File: config.mk
export PLATFORM = sky130hd
export DESIGN_NAME = ntcbt_div
export DESIGN_NICKNAME = d
export VERILOG_FILES = /design/src/hdl/ntcbt_div.sv
export SDC_FILE = /design/constraint.sdc
export NUM_CORES = 2
export LEC_CHECK = 0
export BUFFER_PORTS_ARGS = -buffer_cell sky130_fd_sc_hd__buf_4
export CAP_MARGIN = 25
export CORE_MARGIN = 1.5
export CORE_UTILIZATION = 60
export CTS_CLUSTER_DIAMETER = 200
export DETAILED_ROUTE_END_ITERATION = 6
export MAX_ROUTING_LAYER = met4
export PLACE_DENSITY = 0.79
export SYNTH_ARGS = -nofsm -noshare
export SYNTH_HDL_FRONTEND = slang
export SYNTH_MEMORY_MAX_BITS = 65536
export SYNTH_SLANG_ARGS = --single-unit
File: constraint.sdc
create_clock -name clock -period 4.7 [get_ports clock]
set_input_delay 0.235 -clock clock [delete_from_list [all_inputs] [get_ports clock]]
set_output_delay 0.235 -clock clock [all_outputs]
set_load 0.01 [all_outputs]
File: src/hdl/ntcbt_div.sv
module ntcbt_div #(
   parameter int N_W = 48,
   parameter int D_W = 32,
   parameter int Q_W = 32,
   parameter int S_W = 1
) (
   input  logic           clock,
   input  logic           reset,
   input  logic           en,
   input  logic           in_valid,
   input  logic [N_W-1:0] in_num,
   input  logic [D_W-1:0] in_den,
   input  logic [S_W-1:0] in_side,
   output logic           out_valid,
   output logic [Q_W-1:0] out_quo,
   output logic           out_sat,
   output logic [S_W-1:0] out_side
);

   // Restoring divider, one quotient bit per stage, MSB first
   logic [N_W-1:0] rem_ff  [0:Q_W-1];
   logic [N_W-1:0] den_ff  [0:Q_W];
   logic [Q_W-1:0] quo_ff  [0:Q_W];
   logic           sat_ff  [0:Q_W];
   logic [S_W-1:0] side_ff [0:Q_W];
   logic           valid_ff[0:Q_W];

   // Entry stage: quotient overflow when num >= den * 2^Q_W
   always_ff @(posedge clock) begin
      if (reset) begin
         valid_ff[0] <= 1'b0;
      end else if (en) begin
         valid_ff[0] <= in_valid;
      end
      if (en) begin
         rem_ff[0]  <= in_num;
         den_ff[0]  <= N_W'(in_den);
         quo_ff[0]  <= '0;
         sat_ff[0]  <= (in_num >> Q_W) >= N_W'(in_den);
         side_ff[0] <= in_side;
      end
   end

   for (genvar k = 1; k <= Q_W; k++) begin : g_step
      localparam int J = Q_W - k;
      logic take;

      assign take = (rem_ff[k-1] >> J) >= den_ff[k-1];

      always_ff @(posedge clock) begin
         if (reset) begin
            valid_ff[k] <= 1'b0;
         end else if (en) begin
            valid_ff[k] <= valid_ff[k-1];
         end
         if (en) begin
            den_ff[k]  <= den_ff[k-1];
            quo_ff[k]  <= quo_ff[k-1] | (take ? (Q_W'(1'b1) << J) : '0);
            sat_ff[k]  <= sat_ff[k-1];
            side_ff[k] <= side_ff[k-1];
         end
      end

      // final remainder is not needed
      if (k < Q_W) begin : g_rem
         always_ff @(posedge clock) begin
            if (en) begin
               rem_ff[k] <= take ? (rem_ff[k-1] - (den_ff[k-1] << J)) : rem_ff[k-1];
            end
         end
      end
   end

   assign out_valid = valid_ff[Q_W];
   assign out_quo   = quo_ff[Q_W];
   assign out_sat   = sat_ff[Q_W];
   assign out_side  = side_ff[Q_W];

endmodule

==> impl_metrics.ini <==
[run_status]
violations_in_the_final_reports = DRC
run_status = finished with violations

[worst_setup_path]
critPathMostFrequentCell = sky130_fd_sc_hd__o21ai_0
worstSetupStartpointType = register
timing.critical_path.arrival_ns = 5.09
timing.critical_path.slowest_stage_cell = sky130_fd_sc_hd__a31oi_1
worst_ep_required_time_ns = 5.34
biggest_fanout_along_the_worst_timing_path = 5
timing.setup.critical_path_class = reg2reg
max_stage_delay_ns = 0.47
cp_cell_sequence = ha_1, nor2b_1, o31ai_1, a21o_1, a21boi_0, o21ai_0, a31o_2, a31oi_1, o21ai_0, a21bo_2, a21oi_1, xnor2_1, mux2_2
setup.worst_path.end_class = register

[clock_network]
clock_insertion_delay_worst_skew_ns = 1.02
cts_root_buffer = sky130_fd_sc_hd__clkbuf_16
clock_tree.buffer_depth = 4
clkSinkCount = 3187
cts_inserted_buffers = 344
clkTransAtPathRegs_ns = 0.06
cts_tree = built
htree_levels = 5

[place]
pre_cts_slack_ns = 0.265
numPortBuffers = 119
placedInstanceArea_um2 = 160000
finalWeightedCongestion = 0.954
dp_hpwl_um = 244000

[finish]
final_layout_net_count = 13886
fraction_of_the_core_area_covered_by_cells_at_the_end_of_the_flow_pct = 67.8
layout-drive-gt1-share_pct = 8.10
syn_to_final_growth_pct = 12.1
finalInstanceArea_um2 = 173000

[synthesis]
ys_seq_elements = 3187
ys_dominant_reg_cell = sky130_fd_sc_hd__edfxtp_1
synth_edf_count = 3187
async_reset_ff_share_pct = 0
netlist.top_cell.by_area = sky130_fd_sc_hd__edfxtp_1
mappedNetlistArea_um2 = 154000
syn_area_per_cell_um2 = 12.5
synthesis.instances = 12312
synth.cells.most_frequent = sky130_fd_sc_hd__edfxtp_1, sky130_fd_sc_hd__inv_1, sky130_fd_sc_hd__nand2_1, sky130_fd_sc_hd__ha_1, sky130_fd_sc_hd__o21ai_0
yosysSeqAreaShare_pct = 62.1
yosys.area.top_type_share_pct = 62.1
ys_top_cells_by_area = sky130_fd_sc_hd__edfxtp_1, sky130_fd_sc_hd__ha_1, sky130_fd_sc_hd__o21ai_0
mappedNetlistNets = 13348
post-synth-top-count-cell = sky130_fd_sc_hd__edfxtp_1
synth.yosys.warnings = 0
ys_types = 89

[timing]
final_hold_viol_count = 0
min_period_ns = 4.45
clock-skew-final_ns = 0.144
finalWorstSetupSlack_ns = 0.249
totalNegativeSetupSlack_ns = 0
fin_crit_sh_pct = 94.7
achievable-frequency_ghz = 0.225
relSlewSlack_pct = 28.5
finalSetupViolCount = 0
setup_repair_after_global_routing_missed_its_margin = false
count_of_final_max_slew_check_failures = 0
tightest_slew_ns = 1.06

[floorplanning]
die-width_um = 510
boundaryPins = 120
std_cell_rows = 185
chipHeight_um = 510
floorplan.initialDensity_pct = 60.5
design.core.area_um2 = 255000
design.die.area_um2 = 260000

[power_and_ir_drop]
comb_power_share_pct = 28.0
pwr_density_cell_nw_per_um2 = 528
power.ir.vdd_worst_mv = 0.466
power.share.switching_pct = 31.0
power.sequential.fraction_pct = 43.1
finalPower_w = 0.0912
power.clock.fraction_pct = 28.9
p_switching_w = 0.0283
p_int_w = 0.0629
p_leak_nw = 68.9

[global_route]
gr-total-overflow = 0
antenna_found_initial = 14
track_usage_pct = 27.0
pin_count_of_the_biggest_net_entering_global_routing = 200
wire_length_of_the_first_global_routing_pass_um = 534000
first_global_vias = 96906

[routing]
drtIter0Drc = 8439
drcViolationCount = 2
drt-met1-wl_um = 142000
detail_route.wirelength_um = 344000
avgRoutedWirePerCell_um = 20.9
avgViaCountPerCell = 5.90
highest-signal-layer = met4
detail_route.first_pass.iterations = 7
total_number_of_vias = 97286
wl_met2_um = 171000
ant_nets = 0
wl_met3_um = 17000

[run]
max_cap_viol_count = 0

[worst_hold_path]
hold_path.class = in2reg
[area by class of cell]
| type | count | area [um^2] |
|---|---|---|
| Multi-Input combinational cell | 7695 | 53200 |
| Inverter | 1171 | 4400 |
| Tap cell | 3366 | 4210 |
| Clock inverter | 201 | 2030 |
| Clock buffer | 400 | 8860 |
| Fill cell | 17758 | 82000 |
| Timing Repair Buffer | 451 | 4370 |
| Sequential cell | 3187 | 95700 |
| Antenna cell | 11 | 27.5 |
[final timing paths]
kind / cells past startpoint / slack, ns / end / from
min: 2 / 0.07 / rem_ff[0][8] / in_num[8]
max reg2reg: 13 / 0.25 / rem_ff[19][42] / rem_ff[18][14]
max: 13 / 0.25 / rem_ff[19][42] / rem_ff[18][14]
min reg2reg: 0 / 0.35 / rem_ff[14][17] / rem_ff[13][17]
[per-layer routing]
metal	vias up	GRT usage (%)
met5	-	-
met4	0	10.0
met3	743	3.81
met2	2907	45.3
met1	47261	33.3
li1	46375	-
[power by group through the flow]
stage | clock (W) | combinational [W] | sequential, W
floorplan | 0 | 0.0186 | 0.0385
global placement | 0 | 0.0243 | 0.0398
detailed placement | 0 | 0.0250 | 0.0398
CTS | 0.0269 | 0.0253 | 0.0393
global route | 0.0280 | 0.0283 | 0.0397
finish | 0.0264 | 0.0255 | 0.0393
[worst max-delay path: cells and delay by family (launching register included)]
kind / cells / cell delay, ns
xor gates and xnor gates: 1 / 0.08
DFF: 1 / 0.43
AOI/OAI and AO/OA: 9 / 2.83
muxes: 1 / 0.26
adders and majority gates: 1 / 0.35
and+or+nand+nor: 1 / 0.17
[stage by stage]
stage               std cells  hold WS, ns
global placement        15704        0.400
global route            16479       0.0180
floorplan               12312        0.334
finish                  16482       0.0654
detailed placement      15704        0.405
CTS                     16468      0.00973
[sequential cells by signal (all words and copies together), names as in the netlist]
name,cells
side_ff,33
den_ff,1024
quo_ff,528
rem_ff,1536
sat_ff,33
valid_ff,33
[kinds of logic after synthesis]
family | synth area share (%)
flip-flops | 62.1
AO/OA/AOI/OAI | 12.0
AND/OR/NAND/NOR | 8.34
buffers and inverters | 3.51
adder cells (fa/ha/maj) | 7.87
XOR/XNOR | 4.73
multiplexers | 1.47
[placed cells by master, fill, tap and decap left out, types with 36 or more instances in the layout]
cell                            count
sky130_fd_sc_hd__nand2_1          963
sky130_fd_sc_hd__bufinv_16         36
sky130_fd_sc_hd__a31oi_1           81
sky130_fd_sc_hd__a211oi_1          55
sky130_fd_sc_hd__nor2b_1          159
sky130_fd_sc_hd__nand2b_1         155
sky130_fd_sc_hd__nand3_1          164
sky130_fd_sc_hd__inv_1           1170
sky130_fd_sc_hd__edfxtp_1        3187
sky130_fd_sc_hd__buf_12            43
sky130_fd_sc_hd__nor3_1           150
sky130_fd_sc_hd__clkinv_2          72
sky130_fd_sc_hd__o21ai_0          909
sky130_fd_sc_hd__o211ai_1          38
sky130_fd_sc_hd__o31ai_1           76
sky130_fd_sc_hd__mux2_2           170
sky130_fd_sc_hd__xor2_1           367
sky130_fd_sc_hd__nand4_1          144
sky130_fd_sc_hd__a21oi_1          857
sky130_fd_sc_hd__buf_4            243
sky130_fd_sc_hd__clkbuf_1          54
sky130_fd_sc_hd__and2_1            66
sky130_fd_sc_hd__xnor2_1          466
sky130_fd_sc_hd__a21o_1           497
sky130_fd_sc_hd__dlygate4sd3_1    163
sky130_fd_sc_hd__and3_1            71
sky130_fd_sc_hd__o21bai_1         112
sky130_fd_sc_hd__o21a_1            99
sky130_fd_sc_hd__nor4_1            91
sky130_fd_sc_hd__clkbuf_16        346
sky130_fd_sc_hd__clkinv_1          61
sky130_fd_sc_hd__or3_1             38
sky130_fd_sc_hd__nor2_1           551
sky130_fd_sc_hd__ha_1             920
[timing repair]
item,in CTS,in global routing
setup endpoints to repair,0,22
hold buffers,163,0
resized for setup,0,3
setup buffers,0,1
hold endpoints to repair,163,0
Note: power is estimated with default switching activity, not from simulation.
